`src/sv/elg_pkg.sv`:
```
// Shared constants, codes and token control type for the edge list graph table.
`timescale 1ns / 1ps

package elg_pkg;

   // Default sizes
   localparam int MAX_EDGES_DEF   = 512;
   localparam int VERTEX_BITS_DEF = 8;

   // Fixed field widths
   localparam int OP_W       = 2;
   localparam int STATUS_W   = 2;
   localparam int VCOUNT_W   = 8;
   localparam int CSR_DATA_W = 8;
   localparam int CSR_IDX_W  = 1;

   // Operation codes
   localparam logic [OP_W-1:0] OP_INSERT = 2'd0;
   localparam logic [OP_W-1:0] OP_QUERY  = 2'd1;
   localparam logic [OP_W-1:0] OP_DEGREE = 2'd2;
   localparam logic [OP_W-1:0] OP_CLEAR  = 2'd3;

   // Status codes
   localparam logic [STATUS_W-1:0] ST_DONE      = 2'd0;
   localparam logic [STATUS_W-1:0] ST_DUPLICATE = 2'd1;
   localparam logic [STATUS_W-1:0] ST_RANGE     = 2'd2;
   localparam logic [STATUS_W-1:0] ST_FULL      = 2'd3;

   // Register indexes
   localparam logic [CSR_IDX_W-1:0] REG_VERTEX_COUNT = 1'd0;
   localparam logic [CSR_IDX_W-1:0] REG_DIRECTED     = 1'd1;

   // Register reset values
   localparam logic [VCOUNT_W-1:0] VCOUNT_RESET = 8'd255;

   // Control part of the token that walks the cell chain
   typedef struct packed {
      logic            valid;
      logic [OP_W-1:0] op;
      logic            ins;     // insert with both endpoints in range
      logic            found;   // a matching edge was seen so far
      logic            stored;  // the insert was written into a cell
   } elg_ctl_type;

endpackage

```
`src/sv/elg_cell.sv`:
```
// One chain cell: holds one edge, matches and counts the passing token, stores inserts.
`timescale 1ns / 1ps

module elg_cell
   import elg_pkg::*;
   #(parameter int IDX   = 0,
     parameter int VB    = VERTEX_BITS_DEF,
     parameter int CNT_W = 10,
     parameter int DEG_W = 11)
   (
   input  logic              clock,
   input  logic              reset,
   input  logic [CNT_W-1:0]  edge_total,
   input  logic              directed,
   input  elg_ctl_type       ctl_i,
   input  logic [VB-1:0]     a_i,
   input  logic [VB-1:0]     b_i,
   input  logic [DEG_W-1:0]  deg_i,
   output elg_ctl_type       ctl_o,
   output logic [VB-1:0]     a_o,
   output logic [VB-1:0]     b_o,
   output logic [DEG_W-1:0]  deg_o
   );

   localparam logic [CNT_W-1:0] IDX_C = CNT_W'(IDX);

   logic [VB-1:0]    head_ff;
   logic [VB-1:0]    tail_ff;
   elg_ctl_type      ctl_ff;
   elg_ctl_type      ctl_in;
   logic [VB-1:0]    a_ff;
   logic [VB-1:0]    b_ff;
   logic [DEG_W-1:0] deg_ff;
   logic [DEG_W-1:0] deg_in;
   logic             occupied;
   logic             hit;
   logic             store;

   // Match this cell's edge against the token
   always_comb begin
      occupied = IDX_C < edge_total;
      hit      = ctl_i.valid && occupied &&
                 ((head_ff == a_i && tail_ff == b_i) ||
                  (!directed && head_ff == b_i && tail_ff == a_i));
      store    = ctl_i.valid && ctl_i.ins && !ctl_i.found && !ctl_i.stored &&
                 (IDX_C == edge_total);
      ctl_in        = ctl_i;
      ctl_in.found  = ctl_i.found | hit;
      ctl_in.stored = ctl_i.stored | store;
      deg_in = deg_i;
      if (ctl_i.valid && occupied && ctl_i.op == OP_DEGREE) begin
         deg_in = deg_i + DEG_W'(head_ff == a_i) + DEG_W'(tail_ff == a_i);
      end
   end

   // Capture the edge at the first free slot
   always_ff @(posedge clock) begin
      if (store) begin
         head_ff <= a_i;
         tail_ff <= b_i;
      end
   end

   // Advance the token to the next cell
   always_ff @(posedge clock) begin
      if (reset) begin
         ctl_ff <= '0;
      end else begin
         ctl_ff <= ctl_in;
      end
   end

   always_ff @(posedge clock) begin
      a_ff   <= a_i;
      b_ff   <= b_i;
      deg_ff <= deg_in;
   end

   assign ctl_o = ctl_ff;
   assign a_o   = a_ff;
   assign b_o   = b_ff;
   assign deg_o = deg_ff;

endmodule

```
`config.mk`:
```
export PLATFORM = sky130hd
export DESIGN_NAME = elg_cell
export DESIGN_NICKNAME = d
export VERILOG_FILES = /design/src/sv/elg_pkg.sv /design/src/sv/elg_cell.sv
export SDC_FILE = /design/constraint.sdc
export NUM_CORES = 1
export LEC_CHECK = 0
export BUFFER_PORTS_ARGS = -buffer_cell sky130_fd_sc_hd__buf_4
export CORE_MARGIN = 1.5
export CORE_UTILIZATION = 30
export DETAILED_ROUTE_END_ITERATION = 7
export GPL_ROUTABILITY_DRIVEN = 0
export PLACE_DENSITY_LB_ADDON = 0.1
export SYNTH_ARGS = -nofsm -noshare
export SYNTH_HDL_FRONTEND = slang
export SYNTH_SLANG_ARGS = --single-unit
```
`constraint.sdc`:
```
create_clock -name clock -period 4.2 [get_ports clock]
set_input_delay 1.05 -clock clock [delete_from_list [all_inputs] [get_ports clock]]
set_output_delay 1.05 -clock clock [all_outputs]
set_load 0.02 [all_outputs]
```
==> key figures, run 1 <==
CTS
  • Worst-path clk slew: 90 ps
  • CTS tree: yes
  • CTS resizes: 0
  • Worst-Skew Late Latency: just under 300 ps
  • Post-CTS Hold Fix Bufs: 0
  • Clock Tree Buf Depth: 2
  • # clock sinks: between 40 and 50
  • Clock root buffer: clkbuf_8
  • Post-CTS Setup Bufs: 0
  • H-tree Lvls: 2
  • Num CTS Buffers: 5

Critical path
  • Crit Path Category: input port to flop
  • Setup slack, reg-to-reg: 2110 ps
  • Critical Path AT: 2730 ps
  • Capture point of the worst reg-to-reg path: deg_o[8]
  • Worst EP required: between 4000 and 5000 ps
  • R2R Path Start: tail_ff[0]
  • Top fanout value on the critical path: 4
  • Reg2Reg Depth: 9
  • Worst setup SP type: input port
  • Worst setup EP type: flop

Power and ir drop
  • Leakage power: around 1.1 nW
  • PD cells: around 370 nW/µm²
  • Overall power consumption: approximately 960 µW
  • Maximum vdd drop: about 0.19 mV

Floorplanning
  • Die area: roughly 6500 µm²
  • Die height: between 80 and 90 µm
  • Row count: 28
  • # IOs: between 70 and 80
  • Initial Utilization: a little under a third
  • Die Wd: slightly above 80 µm
  • Core area: a little under 6000 µm²

STA
  • Final Skew: roughly 5.7 ps
  • Final setup margin: 1660 ps
  • Final setup vio count: 0
  • Worst-Margin Slew: 378 ps
  • Max Transition Viols Final: 0
  • Setup TNS: 0 ps
  • Final worst path period need: between 2000 and 3000 ps
  • Fmax: slightly below 400 MHz
  • Final hold vios: 0
  • Hold WS: 786 ps
  • Slew HR: approximately 75%
  • Unrepaired setup endpoints after global routing: false
  • Period Utilization, post-route: between 60% and 70%

Layout
  • Final core utilization: 44.6%
  • Final #Nets: between 200 and 300
  • Layout cells sized above 1: around 40%
  • N_diodes: 0
  • Post-route cell area: 2630 µm²
  • Multi-input logic area: ~680 µm²
  • Area growth syn-to-layout: 44.1%
  • Fillers: 592
  • Final Non-Filler Cells: between 300 and 400
  • Sequential cell area: ~1100 µm²

Routing
  • Via Count: 1306
  • Total Wirelength: approximately 3.7 mm
  • DRT iter0 DRCs: 38
  • WL/cell: around 12 µm
  • Post-route ant nets: 0
  • DRC: 0
  • Pre-antenna DRT Iters: 4
  • Via density per instance: between 4 and 5

Global route
  • Antenna violations before repair: 0
  • Largest net degree at the start of global routing: 17
  • Global-route wire length before repair: just over 6 mm
  • Vias in the first global route: around 1.3k
  • Gr usage total: about an eighth
  • GRT overflow: 0

Logic synthesis
  • Yosys warnings: 0
  • Net Count, Synth: 191
  • Synth Instances: 143
  • Distinct cells, synth: 23
  • Cell area after synthesis: 1820 µm²
  • Sequential area share after synthesis: between 60% and 70%
  • Yosys reg bits: 49
  • Syn_area_per_cell: around 13 µm²

Placement
  • Post-place setup slack: roughly 1300 ps
  • Inst Count DP: roughly 300
  • Dpl cell area: 2510 µm²
  • DP HPWL: 2.96 mm
  • Count of input and output buffers: 78

Job
  • Max Cap Violations: 0

Hold path
  • Min-delay src: head_ff[3]
  • Hold Crit Depth: 5
  • Hold Path Sink: ctl_o[1]
  • Tightest Hold Check Type: flop to flop

Run status
  • Status: finished clean
[synth_stat cells]
library cell,instances,area share [%]
dfxtp_1,33,36
nor2_1,10,2.1
nand3_1,3,0.82
fa_1,1,1.1
nor3_1,4,1.1
and3_1,1,0.34
mux2_2,2,1.2
nor4_1,5,1.7
edfxtp_1,16,26
nand2b_4,1,0.76
xnor2_1,25,12
xor2_1,16,7.7
nor2b_1,3,1.0
or3_4,1,0.62
a21oi_1,1,0.27
nor2_2,1,0.34
ha_1,1,0.69
nand2_1,6,1.2
a311o_1,1,0.55
a31oi_1,1,0.34
a211oi_1,1,0.41
inv_1,3,0.62
nand4_1,7,2.4
[worst max path at each step]
stage | start | endpoint | depth (start not counted)
finish | a_i[0] | deg_o[8] | 10
floorplan | edge_total[3] | head_ff[0] | 3
CTS | a_i[0] | deg_o[8] | 10
global route | a_i[2] | deg_o[8] | 10
global placement | a_i[0] | deg_o[8] | 10
detailed placement | a_i[0] | deg_o[8] | 10
[logic make-up (layout without fill, tap and decap cells)]
kind of cell             Yosys count  after routing  share of synthesized area [%]
AND/OR/NAND/NOR                   42             42                           12.4
flip-flops                        49             49                           62.6
AO/OA/AOI/OAI                      4              4                           1.58
adder cells (fa/ha/maj)            2              2                           1.79
XOR/XNOR                          41             41                           19.7
buffers and inverters              3             90                          0.618
multiplexers                       2              2                           1.24
[cell type report]
| type | count | share of cell area (%) |
|---|---|---|
| inverter | 3 | 0.429 |
| clock inverter | 3 | 1.57 |
| timing repair buffer | 79 | 22.6 |
| sequential | 49 | 43.5 |
| multi-input combinational | 91 | 25.7 |
| tap | 75 | 3.57 |
| clock buffer | 5 | 2.62 |
[sequential cells by signal, summed over array words and instances, names as in the netlist]
signal and count:
deg_o 11, a_o 8, b_o 8, tail_ff 8, ctl_o 6, head_ff 8
[cells in the final DEF (no fill, tap or decap), drive strengths merged]
cell / instances
edfxtp: 16
dfxtp: 33
a211oi: 1
clkinv: 1
clkbuf: 5
nand3: 3
nor2: 11
buf: 79
nand2: 6
nor2b: 3
bufinv: 1
fa: 1
mux2: 2
a311o: 1
nor3: 4
or3: 1
xor2: 16
inv: 3
nand4: 7
xnor2: 25
ha: 1
clkinvlp: 1
nand2b: 1
a21oi: 1
a31oi: 1
nor4: 5
and3: 1
[where the power goes]
part / internal [mW] / leakage (nW) / switching [mW]
clock network: 0.175 / 0.0518 / 0.152
logic: 0.0644 / 0.605 / 0.0590
registers: 0.505 / 0.422 / 0.00437
total: 0.745 / 1.08 / 0.215
[metal layers]
metal / wire, µm / vias to the layer above / track usage (%)
li1: - / 661 / -
met1: 1680 / 593 / 15.8
met2: 1710 / 48 / 20.0
met3: 297 / 4 / 3.60
met4: 44 / 0 / 4.66
met5: 0 / - / 0
[critical path: stages]
cell,delay [ps]
buf_4,130
xnor2_1,170
nand4_1,150
nor2_1,200
fa_1,250
ha_1,180
nand2_1,60
nor3_1,260
nand4_1,150
xnor2_1,140
No activity file was read; power rests on OpenSTA's default activity.
==> run 2: changes to the inputs <==
clock period = 2.44 ns   (was 4.2 ns; I/O delays follow)
==> run 2 against run 1 <==
Cell area rose by 0.67%. Clock power rose by 72%. Power rose by 72%. First-iteration DRC count rose by 45%. Setup slack got worse by 1300 ps. Sequential share of layout area fell by 0.29 points. Via count rose by 0.23%. Clock skew fell by 1.4 ps. Register-to-register slack got worse by 1800 ps. Utilization rose by 0.30 points. Cell count did not move. Die area did not move. Critical path type unchanged. Largest cell class unchanged.
==> key figures, run 2 (synthesized netlist as in run 1, its figures left out) <==
Run status
  • Status: finished clean

Critical path
  • R2R Path Start: head_ff[5]
  • Critical Path AT: around 2300 ps
  • Top fanout value on the critical path: 4
  • Crit Path Category: input port to flop
  • Cell Chain, Critical Path: buf_4, xnor2_1, nand4_1, nor2_1, fa_1, ha_1, nand2_1, nor3_1, nand4_1, xnor2_1
  • Slowest stage delay, CP: 290 ps
  • Worst setup SP type: input port
  • Setup slack, reg-to-reg: between 300 and 400 ps
  • Delay-heaviest family, CP: simple AND/OR/NAND/NOR gates
  • CP max-delay cell: nor3_1
  • Worst path bufs/invs: 1
  • Worst EP required: roughly 2600 ps
  • Worst setup EP type: flop
  • Setup crit start: a_i[5]

STA
  • Hold WS: 443 ps
  • Period Utilization, post-route: 86.0%
  • Final Skew: approximately 4.4 ps
  • Unrepaired setup endpoints after global routing: false
  • Final setup vio count: 0
  • Max Transition Viols Final: 0
  • Worst-Margin Slew: a little under 400 ps
  • Final setup margin: roughly 340 ps
  • Fmax: about 480 MHz
  • Slew HR: roughly 74%
  • Final worst path period need: about 2100 ps
  • Setup TNS: 0 ps
  • Final hold vios: 0

Job
  • Max Cap Violations: 0

Global route
  • GRT overflow: 0
  • Most Used Layer, Global Route: met2
  • Met1 Usage GRT: between 15 and 20%
  • Antenna violations before repair: 0
  • Largest net degree at the start of global routing: 17
  • Global-route wire length before repair: roughly 6.1 mm
  • Met3 Use GR: ~4.5%
  • Gr usage total: around an eighth
  • Vias in the first global route: approximately 1.3k
  • Met2 GRT Util: roughly a fifth

Layout
  • Final #Nets: roughly 280
  • Final core utilization: ~45%
  • Layout cells sized above 1: approximately two fifths
  • Commonest non-fill, non-tap cell in the layout: buf_4
  • Area growth syn-to-layout: 45.1%
  • N_diodes: 0
  • Max reg flops: 11
  • Commonest cells after routing, fill and taps aside: buf_4 (78), dfxtp_1 (33), xnor2_1 (25)
  • Final Non-Filler Cells: about 300
  • Fillers: between 500 and 600
  • Post-route cell area: between 2000 and 3000 µm²

Power and ir drop
  • Leakage power: around 1.1 nW
  • PD cells: 625 nW/µm²
  • Maximum vdd drop: around 0.22 mV
  • Overall power consumption: between 1.5 and 2 mW

CTS
  • Clock root buffer: clkbuf_8
  • Clock Tree Buf Depth: 2
  • Worst-path clk slew: 90 ps
  • Num CTS Buffers: 5
  • CTS resizes: 0
  • Post-CTS Setup Bufs: 0
  • CTS tree: yes
  • Worst-Skew Late Latency: 300 ps
  • Post-CTS Hold Fix Bufs: 0
  • H-tree Lvls: 2
  • # clock sinks: between 40 and 50

Routing
  • DRC: 0
  • Total Wirelength: about 3.9 mm
  • Post-route ant nets: 0
  • Via Count: 1309
  • DRT iter0 DRCs: 55
  • Pre-antenna DRT Iters: 4
  • Via density per instance: about 4.3
  • WL/cell: between 10 and 15 µm

Placement
  • Inst Count DP: about 300
  • DP HPWL: about 3 mm
  • Dpl cell area: approximately 2500 µm²
  • Post-place setup slack: 12.5 ps
  • Count of input and output buffers: approximately 80

Floorplanning
  • Initial Utilization: a little under a third
  • # IOs: a little under 80
  • Die height: approximately 80 µm
  • Row count: 28
  • Die Wd: 80.9 µm
  • Core area: 5890 µm²
  • Die area: ~6500 µm²

Hold path
  • Tightest Hold Check Type: input port to flop
  • Min-delay src: a_i[1]
-- run 2: cell types whose count changed in the layout (fill, tap and decap cells not counted) --
cell        before  now
clkbuf_1         0    1
nor4_2           1    0
buf_4           79   78
buf_12           0    1
clkinvlp_4       1    0
nor4_4           0    1
-- run 2: power breakdown --
group / internal [mW] / switching (mW)
combinational: 0.111 / 0.102
clock: 0.303 / 0.259
sequential: 0.870 / 0.00762
total: 1.28 / 0.368
-- run 2: area by class of cell --
class                           instances  area (µm²)  area share (%)
Clock buffer                            6        72.6            2.75
Multi-Input combinational cell         91         684            25.9
Inverter                                3        11.3           0.426
Timing Repair Buffer                   79         606            22.9
Sequential cell                        49        1140            43.2
Clock inverter                          2        33.8            1.28
Tap cell                               75        93.8            3.55
-- run 2: per-layer routing --
layer | up-vias | wire length, µm
met1 | 596 | 1690
li1 | 658 | -
met3 | 6 | 347
met2 | 49 | 1770
met4 | 0 | 63
met5 | - | 0
-- run 2: path summary, 6_finish.rpt --
check / endpoint / cells past startpoint
hold / removal: a_o[1] / 1
setup reg to reg: deg_o[8] / 9
setup / recovery: deg_o[8] / 10
hold reg to reg: ctl_o[1] / 5
==> run 3: changes to the inputs <==
CORE_ASPECT_RATIO = 1.2   (was not set)
==> run 3 against run 2 <==
Combinational power about the same. Cell count increased by 1.6%. Power decreased by 5.0%. Register-to-register slack about the same. Critical path type is now flop to flop. Critical endpoint unchanged.
==> key figures, run 3 (synthesized netlist as in run 1, its figures left out) <==
Layout
  • Commonest non-fill, non-tap cell in the layout: buf_4
  • Post-route cell area: about 2600 µm²
  • Commonest cells after routing, fill and taps aside: buf_4 (78), dfxtp_1 (33), xnor2_1 (25)
  • Max reg flops: 11
  • Area growth syn-to-layout: 44.5%
  • Fillers: around 560
  • Final core utilization: 45.8%
  • Layout cells sized above 1: about two fifths
  • N_diodes: 0
  • Final #Nets: 277

Floorplanning
  • Core area: between 5000 and 6000 µm²
  • Die Wd: 74.1 µm
  • Row count: 30
  • Die height: between 80 and 90 µm
  • Die area: roughly 6600 µm²
  • Initial Utilization: 31.7%
  • # IOs: 79

Critical path
  • R2R Path Start: head_ff[5]
  • Setup slack, reg-to-reg: around 350 ps
  • Worst setup EP type: flop
  • Top fanout value on the critical path: 3
  • Reg2Reg Depth: 9
  • Crit Path Category: flop to flop
  • Capture point of the worst reg-to-reg path: deg_o[8]
  • Worst EP required: 2640 ps
  • Worst setup SP type: flop
  • Critical Path AT: about 2300 ps

Power and ir drop
  • Maximum vdd drop: around 0.37 mV
  • Leakage power: 1.08 nW
  • PD cells: 596 nW/µm²

CTS
  • Worst-path clk slew: about 90 ps
  • CTS tree: yes
  • H-tree Lvls: 2
  • # clock sinks: just under 50
  • CTS resizes: 0
  • Worst-Skew Late Latency: ~300 ps
  • Num CTS Buffers: 5
  • Post-CTS Setup Bufs: 0
  • Clock root buffer: clkbuf_8
  • Post-CTS Hold Fix Bufs: 0
  • Clock Tree Buf Depth: 2

Global route
  • Antenna violations before repair: 0
  • Met3 Use GR: 3.30%
  • GRT overflow: 0
  • Met2 GRT Util: a little under a fifth
  • Gr usage total: around an eighth
  • Global-route wire length before repair: ~6 mm
  • Vias in the first global route: 1249
  • Most Used Layer, Global Route: met2
  • Met1 Usage GRT: 16.1%
  • Largest net degree at the start of global routing: 17

Hold path
  • Tightest Hold Check Type: input port to flop
  • Hold Path Sink: a_o[5]
  • Hold Crit Depth: 1
  • Min-delay src: a_i[5]

Routing
  • WL/cell: about 12 µm
  • Post-route ant nets: 0
  • DRT iter0 DRCs: 24
  • DRC: 0
  • Via density per instance: 4.20
  • Pre-antenna DRT Iters: 4
  • Via Count: about 1.3k
  • Total Wirelength: 3.77 mm

STA
  • Hold WS: around 450 ps
  • Slew HR: around 74%
  • Fmax: ~480 MHz
  • Worst-Margin Slew: about 390 ps
  • Final setup vio count: 0
  • Max Transition Viols Final: 0
  • Unrepaired setup endpoints after global routing: false
  • Final hold vios: 0
  • Final worst path period need: between 2000 and 2500 ps
  • Period Utilization, post-route: between 80% and 90%
  • Final Skew: 6.68 ps

Placement
  • Count of input and output buffers: 78
  • DP HPWL: 2.99 mm
  • Dpl cell area: roughly 2500 µm²

Run status
  • Status: finished clean

Job
  • Max Cap Violations: 0
run 3: per-stage QoR:
stage	setup TNS [ps]	std cells	setup slack, ps	total power, mW
CTS	0	310	296	1.60
floorplan	0	143	256	0.978
finish	0	310	345	1.57
global placement	0	302	44.1	1.11
global route	0	310	65.0	1.65
detailed placement	-14.8	302	-14.8	1.11
run 3: worst max path at each step:
stage	from	to	slack, ps
detailed placement	a_i[2]	deg_o[8]	-10
floorplan	edge_total[4]	head_ff[0]	260
CTS	head_ff[5]	deg_o[8]	300
global route	tail_ff[0]	deg_o[8]	60
global placement	a_i[5]	deg_o[8]	40
finish	head_ff[5]	deg_o[8]	350
run 3: worst max-delay path: stages (launching register included):
cell and delay [ps]:
edfxtp_1 430, xnor2_1 190, nand4_1 120, nor2_1 210
fa_1 240, ha_1 170, nand2_1 50, nor3_1 270
nand4_1 160, xnor2_1 140
run 3: per-layer routing:
layer	vias to the layer above	part of all wire, %
met1	587	44
li1	658	-
met2	51	48
met5	-	0
met3	5	7.9
met4	0	0.95
run 3: area by class of cell:
class,instances,area (µm²),area share [%]
clock inverter,3,21.3,0.808
clock buffer,5,68.8,2.61
timing repair buffer,79,606,23.0
tap,80,100,3.80
multi-input combinational,91,684,26.0
sequential,49,1140,43.3
inverter,3,11.3,0.428
run 3: power breakdown:
group          internal, mW  switching [mW]  total, mW
combinational         0.111           0.103      0.214
sequential            0.870         0.00723      0.877
clock                 0.204           0.275      0.479
total                  1.18           0.385       1.57
